`config.mk`:
```
export PLATFORM = sky130hd
export DESIGN_NAME = flash_presence_detect_fsm_top
export DESIGN_NICKNAME = d
export VERILOG_FILES = /design/src/fpd_pkg.sv /design/src/fpd_step.sv /design/src/flash_presence_detect_fsm_top.sv
export VERILOG_INCLUDE_DIRS = /design/src /design/src/src
export SDC_FILE = /design/constraint.sdc
export NUM_CORES = 1
export LEC_CHECK = 0
export BUFFER_PORTS_ARGS = -buffer_cell sky130_fd_sc_hd__buf_2
export CORE_AREA = 4 4 159 199
export DETAILED_ROUTE_END_ITERATION = 12
export DIE_AREA = 0 0 163 203
export PLACE_DENSITY_LB_ADDON = 0.25
export SYNTH_ARGS = -nofsm -noshare
export SYNTH_HDL_FRONTEND = slang
export SYNTH_SLANG_ARGS = --single-unit
```
`constraint.sdc`:
```
create_clock -name clk -period 5.6 [get_ports clk]
set_clock_uncertainty 0.15 [all_clocks]
set_input_delay 0.84 -clock clk [delete_from_list [all_inputs] [get_ports clk]]
set_output_delay 0.84 -clock clk [all_outputs]
set_load 0.01 [all_outputs]
```
`src/assert_macros.svh`:
```
// assertion macros used by the top-level rtl file
// no dependencies; define ASSERT_OFF to drop every check
`ifndef ASSERT_MACROS_SVH
`define ASSERT_MACROS_SVH

`ifndef ASSERT_OFF

`define ASSERT_IMPLIES(label, clk, rst, ante, cons) \
  label: assert property (@(posedge clk) disable iff (rst) (ante) |-> (cons)) \
    else $error("assertion failed: same-cycle implication");

`define ASSERT_NEXT(label, clk, rst, ante, cons) \
  label: assert property (@(posedge clk) disable iff (rst) (ante) |=> (cons)) \
    else $error("assertion failed: next-cycle implication");

`else

`define ASSERT_IMPLIES(label, clk, rst, ante, cons)

`define ASSERT_NEXT(label, clk, rst, ante, cons)

`endif

`endif

```
`src/fpd_pkg.sv`:
```
// types, constants and register codes of the flash presence detector
// no dependencies; used by fpd_step and the top level
package fpd_pkg;

  localparam int NUM_BUTTONS = 3;
  localparam int STAMP_W     = 32;
  localparam int VOLT_W      = 16;
  localparam int CFG_W       = 16;
  localparam int CFG_ADDR_W  = 3;
  localparam int BTN_ID_W    = 2;
  localparam int BTN_EV_W    = 2;
  localparam int IN_DATA_W   = 56;
  localparam int OUT_DATA_W  = 16;

  // register indexes on the configuration port
  localparam logic [CFG_ADDR_W-1:0] REG_HIGH_THRESHOLD = 3'd0;
  localparam logic [CFG_ADDR_W-1:0] REG_LOW_THRESHOLD  = 3'd1;
  localparam logic [CFG_ADDR_W-1:0] REG_DEBOUNCE_TICKS = 3'd2;
  localparam logic [CFG_ADDR_W-1:0] REG_POLL_TICKS     = 3'd3;
  localparam logic [CFG_ADDR_W-1:0] REG_RETRY_TICKS    = 3'd4;
  localparam logic [CFG_ADDR_W-1:0] REG_CHECK_TICKS    = 3'd5;

  // register reset values
  localparam logic [CFG_W-1:0] HIGH_THRESHOLD_RST = 16'd2000;
  localparam logic [CFG_W-1:0] LOW_THRESHOLD_RST  = 16'd1000;
  localparam logic [CFG_W-1:0] DEBOUNCE_TICKS_RST = 16'd500;
  localparam logic [CFG_W-1:0] POLL_TICKS_RST     = 16'd100;
  localparam logic [CFG_W-1:0] RETRY_TICKS_RST    = 16'd500;
  localparam logic [CFG_W-1:0] CHECK_TICKS_RST    = 16'd1000;

  // button event codes
  localparam logic [BTN_EV_W-1:0] BTN_NONE    = 2'd0;
  localparam logic [BTN_EV_W-1:0] BTN_PRESS   = 2'd1;
  localparam logic [BTN_EV_W-1:0] BTN_RELEASE = 2'd2;

  typedef enum logic [1:0] {
    MODE_DISC  = 2'd0,
    MODE_DEB   = 2'd1,
    MODE_CONN  = 2'd2,
    MODE_RETRY = 2'd3
  } mode_t;

  typedef struct packed {
    logic [CFG_W-1:0] high_threshold_mv;
    logic [CFG_W-1:0] low_threshold_mv;
    logic [CFG_W-1:0] debounce_ticks;
    logic [CFG_W-1:0] poll_ticks;
    logic [CFG_W-1:0] retry_ticks;
    logic [CFG_W-1:0] check_ticks;
  } cfg_t;

  typedef struct packed {
    logic [STAMP_W-1:0]  now_ticks;
    logic [VOLT_W-1:0]   voltage_mv;
    logic                nss_active;
    logic                init_ok;
    logic                check_ok;
    logic [BTN_EV_W-1:0] button_event;
    logic [BTN_ID_W-1:0] button_sel;
  } item_t;

  typedef struct packed {
    mode_t                  mode;
    logic [STAMP_W-1:0]     poll_stamp;
    logic [STAMP_W-1:0]     debounce_stamp;
    logic [STAMP_W-1:0]     retry_stamp;
    logic                   detected_bit;
    logic                   valid_bit;
    logic [NUM_BUTTONS-1:0] pressed_bits;
  } state_t;

  typedef struct packed {
    mode_t                  mode_out;
    logic                   mem_detected;
    logic                   flash_valid;
    logic                   nss_flag;
    logic [NUM_BUTTONS-1:0] pressed_mask;
    logic                   init_request;
    logic                   check_request;
    logic                   deinit_request;
  } result_t;

endpackage

```
`src/fpd_step.sv`:
```
// next-state and result logic for one sample of the presence detector
// depends on fpd_pkg
module fpd_step
  import fpd_pkg::*;
(
  input  cfg_t    cfg,
  input  state_t  st,
  input  item_t   item,
  output state_t  st_next,
  output result_t res
);

  logic                   poll_due;
  logic                   deb_due;
  logic                   retry_due;
  logic                   check_due;
  logic                   present;
  logic                   below_low;
  logic                   check_fail;
  logic                   valid_after;
  logic                   line_drop;
  mode_t                  mode_next;
  logic [NUM_BUTTONS-1:0] btn_bit;
  logic [NUM_BUTTONS-1:0] pressed_next;

  // wrapping elapsed-time compares
  assign poll_due  = (item.now_ticks - st.poll_stamp) >= {16'h0, cfg.poll_ticks};
  assign check_due = (item.now_ticks - st.poll_stamp) >= {16'h0, cfg.check_ticks};
  assign deb_due   = (item.now_ticks - st.debounce_stamp) >= {16'h0, cfg.debounce_ticks};
  assign retry_due = (item.now_ticks - st.retry_stamp) >= {16'h0, cfg.retry_ticks};

  assign present     = !item.nss_active && (item.voltage_mv >= cfg.high_threshold_mv);
  assign below_low   = item.voltage_mv < cfg.low_threshold_mv;
  assign check_fail  = check_due && !item.check_ok;
  assign valid_after = check_due ? item.check_ok : st.valid_bit;
  // line drop is seen with the valid flag as the check left it
  assign line_drop   = valid_after && !item.nss_active && below_low;

  // next state
  always_comb begin
    mode_next = st.mode;
    case (st.mode)
      MODE_DISC: begin
        if (poll_due && present) mode_next = MODE_DEB;
      end
      MODE_DEB: begin
        if (below_low) begin
          mode_next = MODE_DISC;
        end else if (deb_due) begin
          mode_next = item.init_ok ? MODE_CONN : MODE_RETRY;
        end
      end
      MODE_RETRY: begin
        if (retry_due) mode_next = MODE_DISC;
      end
      MODE_CONN: begin
        if (check_fail || line_drop) mode_next = MODE_DISC;
      end
      default: mode_next = MODE_DISC;
    endcase
  end

  // stamps, flags and requests
  always_comb begin
    st_next            = st;
    st_next.mode       = mode_next;
    res.init_request   = 1'b0;
    res.check_request  = 1'b0;
    res.deinit_request = 1'b0;
    case (st.mode)
      MODE_DISC: begin
        if (poll_due) begin
          st_next.poll_stamp = item.now_ticks;
          if (present) st_next.debounce_stamp = item.now_ticks;
        end
      end
      MODE_DEB: begin
        if (!below_low && deb_due) begin
          st_next.detected_bit = 1'b1;
          res.init_request     = 1'b1;
          if (item.init_ok) begin
            st_next.poll_stamp = item.now_ticks;
          end else begin
            st_next.retry_stamp = item.now_ticks;
          end
        end
      end
      MODE_RETRY: begin
      end
      MODE_CONN: begin
        if (check_due) begin
          st_next.poll_stamp = item.now_ticks;
          st_next.valid_bit  = item.check_ok;
          res.check_request  = 1'b1;
          if (!item.check_ok) res.deinit_request = 1'b1;
        end
        if (line_drop) begin
          st_next.detected_bit = 1'b0;
          res.deinit_request   = 1'b1;
        end
      end
      default: begin
      end
    endcase
    st_next.pressed_bits = pressed_next;
    res.mode_out         = mode_next;
    res.mem_detected     = st_next.detected_bit;
    res.flash_valid      = st_next.valid_bit;
    res.nss_flag         = item.nss_active;
    res.pressed_mask     = pressed_next;
  end

  // button mask; ids beyond the button count select no bit
  always_comb begin
    for (int i = 0; i < NUM_BUTTONS; i++) begin
      btn_bit[i] = (item.button_sel == BTN_ID_W'(i));
    end
  end

  always_comb begin
    case (item.button_event)
      BTN_PRESS:   pressed_next = st.pressed_bits | btn_bit;
      BTN_RELEASE: pressed_next = st.pressed_bits & ~btn_bit;
      default:     pressed_next = st.pressed_bits;
    endcase
  end

endmodule

```
`src/flash_presence_detect_fsm_top.sv`:
```
// top level of the flash presence detector: config registers, beat
// registers on both sides and the state registers; uses fpd_pkg, fpd_step
// and the assertion macros in assert_macros.svh
//
//  channel  dir  beat fields (lsb first)
//  s_*      in   now_ticks, voltage_mv, nss_active, init_ok, check_ok,
//                button_event, button_sel
//  m_*      out  mode_out, mem_detected, flash_valid, nss_flag,
//                pressed_mask, init_request, check_request, deinit_request
//  cfg_*    in   register index and 16-bit value, written on cfg_we
//
// one beat per cycle sustained while m_tready stays high; a beat accepted
// is held in the input register, stepped through fpd_step and lands in
// the result register, from which its result shows on m_*
// the state registers update on the same edge as the result register,
// so back-to-back beats see each other's state with no bubble
// a stall on m_tready holds the result; one more beat is still taken
// into the input register, then s_tready drops
// rst is synchronous: mode disconnected, stamps and flags zero,
// registers at their defaults, both beat registers empty
`include "assert_macros.svh"

module flash_presence_detect_fsm_top
  import fpd_pkg::*;
(
  input  logic                  clk,
  input  logic                  rst,
  // sample beat
  input  logic                  s_tvalid,
  output logic                  s_tready,
  // now_ticks[31:0], voltage_mv[47:32], nss_active[48], init_ok[49],
  // check_ok[50], button_event[52:51], button_sel[54:53], zero pad[55]
  input  logic [IN_DATA_W-1:0]  s_tdata,
  // result beat
  output logic                  m_tvalid,
  input  logic                  m_tready,
  // mode_out[1:0], mem_detected[2], flash_valid[3], nss_flag[4],
  // pressed_mask[7:5], init_request[8], check_request[9],
  // deinit_request[10], zero pad[15:11]
  output logic [OUT_DATA_W-1:0] m_tdata,
  // configuration writes
  input  logic                  cfg_we,
  input  logic [CFG_ADDR_W-1:0] cfg_addr,
  input  logic [CFG_W-1:0]      cfg_data
);

  cfg_t    cfg;
  state_t  st;
  state_t  st_next;
  item_t   in_item;
  item_t   s_item;
  logic    in_valid;
  result_t step_res;
  result_t res;
  logic    out_valid;
  logic    advance;

  // configuration registers; indexes past the list are dropped
  always_ff @(posedge clk) begin
    if (rst) begin
      cfg.high_threshold_mv <= HIGH_THRESHOLD_RST;
      cfg.low_threshold_mv  <= LOW_THRESHOLD_RST;
      cfg.debounce_ticks    <= DEBOUNCE_TICKS_RST;
      cfg.poll_ticks        <= POLL_TICKS_RST;
      cfg.retry_ticks       <= RETRY_TICKS_RST;
      cfg.check_ticks       <= CHECK_TICKS_RST;
    end else if (cfg_we) begin
      case (cfg_addr)
        REG_HIGH_THRESHOLD: cfg.high_threshold_mv <= cfg_data;
        REG_LOW_THRESHOLD:  cfg.low_threshold_mv  <= cfg_data;
        REG_DEBOUNCE_TICKS: cfg.debounce_ticks    <= cfg_data;
        REG_POLL_TICKS:     cfg.poll_ticks        <= cfg_data;
        REG_RETRY_TICKS:    cfg.retry_ticks       <= cfg_data;
        REG_CHECK_TICKS:    cfg.check_ticks       <= cfg_data;
        default: begin
        end
      endcase
    end
  end

  // unpack the sample beat
  assign s_item.now_ticks    = s_tdata[31:0];
  assign s_item.voltage_mv   = s_tdata[47:32];
  assign s_item.nss_active   = s_tdata[48];
  assign s_item.init_ok      = s_tdata[49];
  assign s_item.check_ok     = s_tdata[50];
  assign s_item.button_event = s_tdata[52:51];
  assign s_item.button_sel   = s_tdata[54:53];

  // the held beat steps when the result register is free or draining
  assign advance  = in_valid && (!out_valid || m_tready);
  assign s_tready = !in_valid || advance;

  // input register
  always_ff @(posedge clk) begin
    if (rst) begin
      in_valid <= 1'b0;
    end else if (s_tready) begin
      in_valid <= s_tvalid;
    end
  end

  always_ff @(posedge clk) begin
    if (s_tready && s_tvalid) in_item <= s_item;
  end

  fpd_step u_step (
    .cfg     (cfg),
    .st      (st),
    .item    (in_item),
    .st_next (st_next),
    .res     (step_res)
  );

  // detector state, committed once per stepped beat
  always_ff @(posedge clk) begin
    if (rst) begin
      st.mode           <= MODE_DISC;
      st.poll_stamp     <= '0;
      st.debounce_stamp <= '0;
      st.retry_stamp    <= '0;
      st.detected_bit   <= 1'b0;
      st.valid_bit      <= 1'b0;
      st.pressed_bits   <= '0;
    end else if (advance) begin
      st <= st_next;
    end
  end

  // result register
  always_ff @(posedge clk) begin
    if (rst) begin
      out_valid <= 1'b0;
    end else if (advance) begin
      out_valid <= 1'b1;
    end else if (m_tready) begin
      out_valid <= 1'b0;
    end
  end

  always_ff @(posedge clk) begin
    if (advance) res <= step_res;
  end

  assign m_tvalid = out_valid;
  assign m_tdata  = {5'b0, res.deinit_request, res.check_request, res.init_request,
                     res.pressed_mask, res.nss_flag, res.flash_valid, res.mem_detected,
                     res.mode_out};

  // a teardown always lands in disconnected
  `ASSERT_IMPLIES(a_deinit_disc, clk, rst, out_valid && res.deinit_request,
    res.mode_out == MODE_DISC)
  // an init attempt sets the detected flag and leaves debounce
  `ASSERT_IMPLIES(a_init_detect, clk, rst, out_valid && res.init_request,
    res.mem_detected && (res.mode_out == MODE_CONN || res.mode_out == MODE_RETRY))
  // a passing check leaves the storage marked valid
  `ASSERT_IMPLIES(a_check_valid, clk, rst,
    out_valid && res.check_request && !res.deinit_request, res.flash_valid)
  // state moves only when a beat steps
  `ASSERT_NEXT(a_state_hold, clk, rst, !advance, $stable(st))

endmodule
```
# Word level (Yosys, flattened, before mapping)
# Index checks and enable logic that the tools add are counted.
# classes
addsub	3
magnitude_cmp	6
eq_ne	16
mux	25
bitwise_logic	4
n_reduce_logical	30
# op_table
op	n
$ge A32 B16 Y1	4
$mux W32	4
$pmux W32 S3	1
$sub A32 B32 Y32	3
$mux W64	1
$ge A16 B16 Y1	1
$lt A16 B16 Y1	1
$mux W2	6
$reduce_and A2 Y1	6
$mux W1	10
$eq A2 B2 Y1 const B	4
$logic_and A1 B1 Y1	8
$pmux W2 S4	1
$reduce_and A4 Y1	2
$eq A2 B1 Y1 const B	3
$eq A3 B2 Y1 const B	2
$eq A3 B3 Y1 const B	2
$ne A2 B1 Y1 const B	3
$pmux W3 S2	1
$reduce_and A6 Y1	1
$logic_not A1 Y1	5
$logic_not A2 Y1	2
$and A3 B3 Y3	1
$eq A3 B1 Y1 const B	1
other kinds (9)	11
# word_totals
reg_bits	267
inputBits	80
word_cells	114

# Logic depth before layout (Yosys ltp)
# Gate-level depths: netlist (run 1).
# depth
word_depth	8
depth_mapped	23
depth_no_buf	21

# By module
# From an unflattened synthesis (run 1), not the netlist that was laid out.
# unflattened
cells_unflattened	2321
area_unflattened_um2	19500.0
# modules_own_cells
module	instances	cells_each	area_per_inst_um2	seq_area_each_um2
flash_presence_detect_fsm_top	1	934	10107.2	6005.8
fpd_step	1	1387	9392.8	0.0

# Worst setup path after synthesis (run 1)
# No wires, ideal clock.
# synth_timing
kind	reg-to-reg
startpoint	register in_item[23] (netlist bit)
endpoint	register, netlist name st[70]
setup_time_ns	0.072
t_arrival_ns	4.423
required_time_ns	5.378
setup_slack_ns	0.955
stages_incl_launch_ff	23
cell_sequence	edfxtp_1 inv_1 ha_1 fa_1 nand2b_1 a21oi_1 o21ai_0 a211o_1 nand2_1 xor2_1 ha_1 or3_1 o21ai_0 a21oi_1 nor3_1 a21oi_1 a2111oi_0 nand4_1 o22ai_1 or3b_1 buf_2 buf_4 mux2i_1
# synth_via
elab_chain_len	5
word_cells_on_any_way	10
# synth_lines
item	line_no	rtl
start: declaration	flash_presence_detect_fsm_top.sv:50	item_t in_item;
start signal: assignment	flash_presence_detect_fsm_top.sv:104	if (s_tready && s_tvalid) in_item <= s_item;
$sub A32 B32 Y32	fpd_step.sv:29	assign deb_due = (item.now_ticks - st.debounce_stamp) >= {16'h0, cfg.debounce_ticks};
$ge A32 B16 Y1	fpd_step.sv:29	
$logic_and A1 B1 Y1	fpd_step.sv:78	if (!below_low && deb_due) begin
$ne A2 B1 Y1 (no line)	-	
$reduce_and A6 Y1 (no line) *	-	
# Mark *: on every way between the ends. The rest lies on a longest branch, timed or not.
# A chain may end at the register's enable or synchronous reset.

# Worst setup path after layout (run 1)
# layout_timing
startpoint	register in_item[23] (netlist bit)
endpoint	register, netlist name st[74]
# layout_via
elab_chain_len	5
word_cells_on_any_way	10
# layout_lines
item	line_no
$sub A32 B32 Y32	fpd_step.sv:29
$ge A32 B16 Y1	fpd_step.sv:29
$logic_and A1 B1 Y1	fpd_step.sv:78
$ne A2 B1 Y1 (no line)	-
$reduce_and A6 Y1 (no line) *	-
# Marked as above.

==> impl_metrics.toml, run 1 <==
[cts]
clock-sinks = 267
cts_tree = "built"
cts_buffers = 28
htreeDepth = 1
hold_buffers = 0
clock-root-buffer = "clkbuf_16"
path_clk_slew_ns = 0.06
cts_buffer_depth = 3
clock_latency_ns = 0.57

[sta]
finalHoldViolations = 0
slew-limit-headroom_pct = 26.05
final.setup.worst_slack_ns = 0.2258
worst_slew_pin_slew_ns = 1.105
period_needed_ns = 5.374
report.final.slew_viol_count = 0
hold_slack_ns = 0.2959
setup_viol = 0
fmax_mhz = 186.1
period_share_pct = 95.97

[synth]
synth_top_cells_by_area = "dfxtp_1 22%, ha_1 13%, edfxtp_1 11%"
yosysMostFrequentCell = "nand2_1"
syn_avg_cell_area_sq_um = 8.236
synthCells = 2242
async_flop_share_pct = 0
synth-edff-count = 66
yosysTopAreaCell = "dfxtp_1"
synth_cell_types = 91
synth_commonest_cells = "275 x nand2_1, 220 x inv_1, 201 x dfxtp_1"
synth-seq-cells = 267
seq_area_frac_synth_pct = 32.52
synth_ff_type = "dfxtp_1"
synth_area_sq_um = 18470
yosysWarnings = 0
yosysTopAreaCellShare_pct = 21.79

[detailed_routing]
drcViolationCount = 0
drtIter0Drc = 1009
postRouteAntennaNets = 0
vias = 16230
wl_microns = 49560
drt-pass1-iter-count = 5
vias_per_cell = 5.956
post_drt_wl_per_cell_microns = 18.19

[pwr]
combinationalPowerShare_pct = 22.2
ir_worst_vdd_v = 0.0002703
p_leak_nw = 8.351
power.density_nw_per_um2 = 256.5
swShare_pct = 30.22
p_int_w = 0.003619
clock_power_share_pct = 37.2
p_seq_share_pct = 40.6
p_sw_w = 0.001567

[floorplan]
initial_core_util_pct = 61.86
ios = 98
die_area_sq_um = 33090
die_h_microns = 203
die_x_microns = 163
row_count = 71
fp.coreArea_sq_um = 29850

[finish]
antennaDiodeCount = 0
syn_to_final_growth_pct = 9.500
nNetsFinal = 2579
nFillCells = 2579
final_util_pct = 67.74
drive_gt1_share_pct = 9.255

[placed_design]
dpl_worst_slack_ns = 0.2006
place_hpwl_microns = 37370
place_congestion = 0.9551
io_buffers = 91

[worst_setup_path]
crit_fanout = 32
crit_arrival_ns = 5.71
required_ns = 5.94
path_class = "reg -> reg"
start_kind = "flop"
endpoint_kind = "flop"

[global_route]
grt_first_pass_wirelength_microns = 79500
grt_pass1_vias = 15660
grt_start_max_net_pins = 127
grt_busiest_layer = "met2"
grtUsageTotal_pct = 29.31
overflow = 0
grt_use_met3_pct = 3.391
antenna_found_initial = 0
gr-usage-met2_pct = 51.02
use_met1_pct = 37.10

[flow_run]
maxCapViolCount = 0

[worst_hold_path]
worst_hold_path_type = "in -> reg"

[outcome]
outcome = "finished clean"
==> final cells by class <==
cell class | count | area [sq um] | share of cell area, %
clock inverters | 10 | 93.84 | 0.4641
inverters | 220 | 825.8 | 4.084
flip-flops and latches | 267 | 6006 | 29.70
clock buffers | 42 | 865.8 | 4.282
repair buffers | 122 | 744.5 | 3.682
well taps | 401 | 501.7 | 2.481
multi-input cells | 1662 | 11180 | 55.30
==> cell usage in the layout (no fill, tap or decap), types with 27 or more instances in the layout <==
cell type and instances:
o21ai_0 95, edfxtp_1 66, a21o_1 41, nor2_1 196, xnor2_1 39, dfxtp_1 201
ha_1 194, a211o_1 32, clkbuf_16 30, nand3_1 29, buf_4 27, nand2b_1 63
nand4_1 42, nor3_1 30, mux2i_1 106, buf_2 90, nand2_1 275, inv_1 220
a21oi_1 199
==> worst max-delay path: stages (launching register included) <==
cell,delay (ns)
edfxtp_1,0.34
inv_1,0.08
ha_1,0.23
fa_1,0.42
nand2b_1,0.21
a21oi_2,0.20
o2111ai_1,0.26
and2_1,0.26
xnor2_1,0.35
ha_1,0.33
nand4_1,0.10
nor2_1,0.08
a21oi_1,0.15
o211ai_1,0.11
a311o_1,0.41
a2111oi_0,0.42
nand4_1,0.15
buf_4,0.20
o22ai_1,0.14
or3b_2,0.16
buf_12,0.23
mux2i_1,0.24
==> sequential cells by signal, summed over array words and instances, names as in the netlist <==
name and flops:
st 103, cfg 96, in_item 55, m_tdata 11, in_valid 1, m_tvalid 1
==> worst paths after layout <==
kind	start	endpoint	cells past startpoint	slack, ns
worst max-delay path	in_item[23]	st[74]	21	0.23
worst min-delay path	s_tdata[12]	in_item[35]	1	0.30
worst max register to register	in_item[23]	st[74]	21	0.23
worst min register to register	cfg[79]	cfg[79]	2	0.30
==> per-stage QoR <==
stage / area [sq um] / cells / power, W / setup TNS, ns
finish: 20220 / 2724 / 0.005186 / 0
global route: 20220 / 2724 / 0.005441 / -0.005064
floorplan: 18480 / 2246 / 0.002952 / 0
global placement: 19210 / 2670 / 0.003231 / 0
CTS: 20170 / 2722 / 0.005201 / 0
detailed placement: 19210 / 2670 / 0.003264 / 0
==> power by group through the flow <==
stage,clock network (W),registers [W],logic [W]
2_1_floorplan,0,0.00213,0.000824
3_3_place_gp,0,0.00215,0.00108
3_5_place_dp,0,0.00215,0.00111
4_1_cts,0.00197,0.00211,0.00113
5_1_grt,0.00205,0.00211,0.00128
6_report,0.00193,0.00211,0.00115
==> kinds of logic (layout without fill, tap and decap cells) <==
| family | Yosys count | after routing | synth area share, % |
|---|---|---|---|
| AOI/OAI and AO/OA | 541 | 541 | 18.75 |
| and+or+nand+nor | 749 | 749 | 19.09 |
| xor gates and xnor gates | 60 | 60 | 2.846 |
| adders and majority gates | 198 | 198 | 13.54 |
| buffers and inverters | 317 | 394 | 7.298 |
| muxes | 109 | 109 | 5.929 |
| DFF | 267 | 267 | 32.52 |
| other | 1 | 5 | 0.02031 |
==> timing repair <==
item | in CTS | in global routing
buffers inserted | 0 | 2
setup endpoints to repair | 0 | 68
gates resized for setup | 0 | 9
==> metal layers <==
layer / routed length, microns / up-vias
met5: 0 / -
met4: 2046 / 0
met3: 2677 / 120
met2: 23900 / 529
met1: 20940 / 7566
li1: - / 8010
(Power assumes the default switching activity.)
==> inputs of run 2 (changes only) <==
--- a/config.mk
+++ b/config.mk
@@ -7,9 +7,9 @@
 export NUM_CORES = 1
 export LEC_CHECK = 0
 export BUFFER_PORTS_ARGS = -buffer_cell sky130_fd_sc_hd__buf_2
-export CORE_AREA = 4 4 159 199
+export CORE_AREA = 4 4 198 248
 export DETAILED_ROUTE_END_ITERATION = 12
-export DIE_AREA = 0 0 163 203
+export DIE_AREA = 0 0 202 252
 export PLACE_DENSITY_LB_ADDON = 0.25
 export SYNTH_ARGS = -nofsm -noshare
 export SYNTH_HDL_FRONTEND = slang
==> run 2 against run 1 <==
  * Global-route usage down 9.7 points
  * Final area is 2.2% higher
  * Total power is 5.1% higher
  * Via count decreased by 1.9%
  * Worst setup slack gained 0.0021 ns
  * Die area increased by 54%
  * Sequential share of layout area shrank 0.63 points
  * Routed wire length is 4.2% higher
  * Clock-buffer cell count is 5 lower
  * Sequential power barely moved
  * Critical path type unchanged
==> impl_metrics.toml, run 2 (synthesized netlist as in run 1, its figures left out) <==
[worst_setup_path]
crit_path_top_delay_cell = "edfxtp_1"
crit_fanout = 32
required_ns = 5.94
cpLargestDelayFamily = "compound AO/OA/AOI/OAI gates"
path_class = "reg -> reg"
crit_chain = "ha_1 > o211ai_1 > a21oi_1 > o21a_1 > nor2_2 > o21ai_0 > xor2_1 > ha_1 > a21oi_1 > nor2b_1 > o21ai_0 > o211ai_1 > a311o_1 > a2111oi_0 > nand4_1 > buf_4 > o22ai_1 > or3b_2 > buf_12 > mux2i_1"
start_kind = "flop"
cpPeakStageDelay_ns = 0.56
endpoint_kind = "flop"
path_buf_inv = 2
crit_arrival_ns = 5.71

[sta]
final.setup.worst_slack_ns = 0.2279
finalHoldViolations = 0
slew-limit-headroom_pct = 24.38
period_share_pct = 95.93
period_needed_ns = 5.372
worst_slew_pin_slew_ns = 1.130
fmax_mhz = 186.1
setup_viol = 0
report.final.slew_viol_count = 0

[global_route]
antenna_found_initial = 0
gr-usage-met2_pct = 34.00
grtUsageTotal_pct = 19.59
grt_busiest_layer = "met2"
grt_start_max_net_pins = 105
grt_first_pass_wirelength_microns = 81830
use_met1_pct = 25.57
overflow = 0
grt_pass1_vias = 15300
grt_use_met3_pct = 2.198

[detailed_routing]
drt-pass1-iter-count = 5
postRouteAntennaNets = 0
drtIter0Drc = 878
wl_microns = 51650
vias = 15910
post_drt_wl_per_cell_microns = 17.43
drcViolationCount = 0
vias_per_cell = 5.369

[floorplan]
fp.coreArea_sq_um = 46880
die_h_microns = 252
ios = 98
die_area_sq_um = 50900
row_count = 89
die_x_microns = 202
initial_core_util_pct = 39.39

[placed_design]
place_hpwl_microns = 39720
place_congestion = 0.9058
io_buffers = 91
dpl_worst_slack_ns = 0.1603

[finish]
nNetsFinal = 2580
antennaDiodeCount = 0
mostFrequentLayoutCell = "nand2_1"
regMostFlops = "st"
syn_to_final_growth_pct = 11.89
largest_register_ffs = 103
final_util_pct = 44.07
top_regs = "st (103), cfg (96), in_item (55)"
drive_gt1_share_pct = 9.583
mostFrequentLayoutCells = "275 x nand2_1, 220 x inv_1, 201 x dfxtp_1, 199 x a21oi_1, 196 x nor2_1"

[cts]
clock_latency_ns = 0.58
cts_buffer_depth = 3
cts_buffers = 31
post-cts-setup-buffer-count = 0
hold_buffers = 0
cts_tree = "built"
clock-sinks = 267
htreeDepth = 1
cts-resized-gates = 0
clock-root-buffer = "clkbuf_16"
path_clk_slew_ns = 0.06

[outcome]
outcome = "finished clean"

[pwr]
power.density_nw_per_um2 = 263.7
p_leak_nw = 8.446
ir_worst_vdd_v = 0.0002744

[worst_hold_path]
worst_hold_path_type = "in -> reg"

[flow_run]
maxCapViolCount = 0
[run 2: where the power goes]
group / internal, W / switching, W / total (W)
sequential: 0.00205 / 0.0000608 / 0.00211
clock: 0.00134 / 0.000851 / 0.00219
combinational: 0.000450 / 0.000694 / 0.00114
total: 0.00384 / 0.00161 / 0.00545
[run 2: area by class of cell]
cell class,instances,area [sq um]
inverters,220,825.8
repair buffers,120,716.9
flip-flops and latches,267,6006
multi-input cells,1662,11190
well taps,637,797.0
fillers,4735,26220
clock buffers,37,870.8
clock inverters,21,252.7
[run 2: worst paths after layout]
check / slack [ns] / depth (start not counted) / from / end
worst max-delay path: 0.23 / 20 / in_item[26] / st[88]
worst min register to register: 0.30 / 2 / cfg[11] / cfg[11]
worst max register to register: 0.23 / 20 / in_item[26] / st[88]
worst min-delay path: 0.28 / 1 / s_tdata[44] / in_item[19]
[run 2: worst register-to-register path: cells and delay by family (launching register included)]
family | cells | cell delay (ns)
buf+inv | 2 | 0.44
flops | 1 | 0.56
compound gates | 10 | 2.20
simple gates | 4 | 0.53
mux | 1 | 0.28
fa+ha+maj | 2 | 0.77
xor+xnor | 1 | 0.38
[run 2: through the flow]
stage | std cells | hold WS, ns | cell area, sq um | total power, W | TNS (ns)
2_1_floorplan | 2246 | 0.2863 | 18480 | 0.002952 | 0
3_3_place_gp | 2906 | 0.2930 | 19490 | 0.003260 | 0
3_5_place_dp | 2906 | 0.2969 | 19490 | 0.003280 | 0
4_1_cts | 2964 | 0.2436 | 20610 | 0.005506 | 0
5_1_grt | 2964 | 0.2494 | 20660 | 0.005738 | -0.01300
6_report | 2964 | 0.2826 | 20660 | 0.005448 | 0
[run 2: metal layers]
metal | vias up | wire (microns)
met5 | - | 0
met4 | 0 | 1692
met3 | 83 | 2095
met2 | 328 | 24890
met1 | 7514 | 22980
li1 | 7988 | -
==> inputs of run 3 (changes only) <==
--- a/config.mk
+++ b/config.mk
@@ -6,11 +6,13 @@
 export SDC_FILE = /design/constraint.sdc
 export NUM_CORES = 1
 export LEC_CHECK = 0
+export ABC_AREA = 1
 export BUFFER_PORTS_ARGS = -buffer_cell sky130_fd_sc_hd__buf_2
-export CORE_AREA = 4 4 198 248
+export CORE_AREA = 4 4 204 255
 export DETAILED_ROUTE_END_ITERATION = 12
-export DIE_AREA = 0 0 202 252
+export DIE_AREA = 0 0 208 259
 export PLACE_DENSITY_LB_ADDON = 0.25
+export RECOVER_POWER = 25
 export SYNTH_ARGS = -nofsm -noshare
 export SYNTH_HDL_FRONTEND = slang
 export SYNTH_SLANG_ARGS = --single-unit
==> run 3 against run 2 <==
  * The flow now finishes with violations (capacitance limit, slew limit)
  * Worst setup slack improved by 0.32 ns
  * Total power increased by 3.6%
  * Die area increased by 5.8%
  * Synthesized area increased by 6.3%
  * Clock-buffer cell count increased by 6
  * Final area increased by 5.8%
  * Largest cell class unchanged
  * Highest routed layer unchanged
==> impl_metrics.toml, run 3 <==
[outcome]
outcome = "complete, but fails checks"
violations = "capacitance limit, slew limit"

[synth]
yosysMostFrequentCell = "nand2_1"
yosysTopAreaCell = "dfxtp_1"
synthXorXnorAreaFrac_pct = 2.230
synth_compound_area_share_pct = 15.01
synth_area_sq_um = 19640
yosys-mux-area-fraction_pct = 0
synthCells = 2863
syn_avg_cell_area_sq_um = 6.859
synthAdderAreaFrac_pct = 12.73
seq_area_frac_synth_pct = 30.58
synth_top_family_by_area = "simple AND/OR/NAND/NOR gates"
synth_ff_type = "dfxtp_1"
synth_commonest_cells = "736 x nand2_1, 518 x inv_1, 246 x a21oi_1"
async_flop_share_pct = 0
synth-edff-count = 66
synth_top_cells_by_area = "dfxtp_1 20%, nand2_1 14%, ha_1 12%"
synth-simple-area-share_pct = 27.13
yosysTopAreaCellShare_pct = 20.49
synth_cell_types = 54
yosysWarnings = 0
synth-seq-cells = 267

[global_route]
grt_first_pass_wirelength_microns = 92310
grt_start_max_net_pins = 116
grtUsageTotal_pct = 21.10
grt_pass1_vias = 16870
overflow = 0
antenna_found_initial = 0

[cts]
cts-resized-gates = 0
clock-sinks = 267
clock-root-buffer = "clkbuf_16"
cts_buffer_depth = 3
path_clk_slew_ns = 0.07
cts_tree = "built"
htreeDepth = 1
cts_buffers = 31
hold_buffers = 0
post-cts-setup-buffer-count = 0
clock_latency_ns = 0.61

[placed_design]
post-place-cells = 3576
io_buffers = 91
place_congestion = 0.9363
place_hpwl_microns = 47950

[finish]
mostFrequentLayoutCells = "736 x nand2_1, 517 x inv_1, 246 x a21oi_1, 201 x dfxtp_1, 195 x ha_1"
antennaDiodeCount = 0
drive_gt1_share_pct = 10.96
regMostFlops = "st"
nFillCells = 5162
largest_register_ffs = 103
top_regs = "st (103), cfg (96), in_item (55)"
nNetsFinal = 3236
stdcell_count = 3634
mostFrequentLayoutCell = "nand2_1"
syn_to_final_growth_pct = 11.30

[detailed_routing]
vias = 17950
drt-pass1-iter-count = 6
postRouteAntennaNets = 0
wl_microns = 58690
vias_per_cell = 4.941
drtIter0Drc = 1107
drcViolationCount = 0
post_drt_wl_per_cell_microns = 16.15

[worst_setup_path]
path_class = "reg -> reg"
required_ns = 5.96
endpoint_kind = "flop"
crit_arrival_ns = 5.42
start_kind = "flop"
crit_fanout = 34

[pwr]
ir_worst_vdd_v = 0.0002310
p_leak_nw = 10.50
power.density_nw_per_um2 = 258.2

[floorplan]
die_h_microns = 259
initial_core_util_pct = 39.74
die_x_microns = 208
ios = 98
die_area_sq_um = 53870
row_count = 91
fp.coreArea_sq_um = 49410

[sta]
setup_viol = 0
rsz0062_at_grt = "false"
finalHoldViolations = 0
fmax_mhz = 197.8
worst_slew_pin_slew_ns = 2.975
period_share_pct = 90.26
setup_tns_ns = 0
period_needed_ns = 5.055
slew-limit-headroom_pct = -98.36
report.final.slew_viol_count = 42

[worst_hold_path]
worst_hold_path_type = "in -> reg"

[flow_run]
maxCapViolCount = 1
## run 3: per-stage QoR
stage | utilization [%] | total power (W) | instance area [sq um] | setup WS, ns | hold slack, ns
after floorplan | - | 0.003178 | 19650 | 2.119 | 0.2780
after global placement | 42.08 | 0.003566 | 20790 | 0.5847 | 0.2957
final | 44.23 | 0.005644 | 21850 | 0.5452 | 0.2500
after CTS | 44.24 | 0.005705 | 21860 | 0.5289 | 0.2248
after detailed placement | 42.08 | 0.003596 | 20790 | 0.5829 | 0.2973
after global routing | 44.23 | 0.005991 | 21850 | 0.1919 | 0.2276
## run 3: critical path: stages, from the launching register on
cell and delay, ns:
edfxtp_1 0.46, inv_1 0.15, ha_1 0.23, inv_1 0.13
fa_1 0.47, nand2_1 0.09, nand3_1 0.10, nand3_1 0.09
nand2_1 0.15, nand2_1 0.10, nand2_1 0.11, xor2_1 0.21
ha_1 0.26, nand3_1 0.10, nor3_1 0.07, a221oi_1 0.48
nand4_1 0.46, nand2_1 0.23, inv_2 0.08, nand3_4 0.30
buf_12 0.26, o21ai_1 0.09, a21oi_2 0.15
## run 3: cells by family (layout without fill, tap and decap cells)
logic type                 count (synthesis)  in the layout
and+or+nand+nor                         1218           1218
buffers and inverters                    605            721
xor gates and xnor gates                  50             50
DFF                                      267            267
adders and majority gates                198            198
AOI/OAI and AO/OA                        524            524
other                                      1              5
## run 3: area by class of cell
class | count | area [sq um] | area share (%)
well taps | 651 | 814.5 | 3.727
multi-input cells | 1995 | 11230 | 51.38
inverters | 542 | 2039 | 9.332
clock buffers | 43 | 932.1 | 4.265
flip-flops and latches | 267 | 6006 | 27.48
repair buffers | 121 | 698.2 | 3.195
clock inverters | 15 | 135.1 | 0.6183
## run 3: metal layers
layer | wire length [microns] | vias up | global-route usage [%]
met2 | 28430 | 355 | 37.59
met1 | 26560 | 8133 | 27.43
met4 | 1544 | 0 | 5.694
met3 | 2152 | 76 | 1.982
li1 | - | 9390 | -
met5 | 0 | - | 0
## run 3: final timing paths
| check | depth (start not counted) | from | slack, ns | to |
|---|---|---|---|---|
| setup reg to reg | 22 | in_item[23] | 0.55 | st[28] |
| setup / recovery | 22 | in_item[23] | 0.55 | st[28] |
| hold / removal | 1 | s_tdata[50] | 0.25 | in_item[4] |
| hold reg to reg | 2 | st[5] | 0.31 | st[5] |
## run 3: report_power, final
group / internal [W] / leakage [nW] / switching (W) / total, W
logic: 0.000496 / 7.69 / 0.000945 / 0.00144
registers: 0.00207 / 2.28 / 0.0000519 / 0.00212
clock network: 0.00122 / 0.536 / 0.000870 / 0.00209
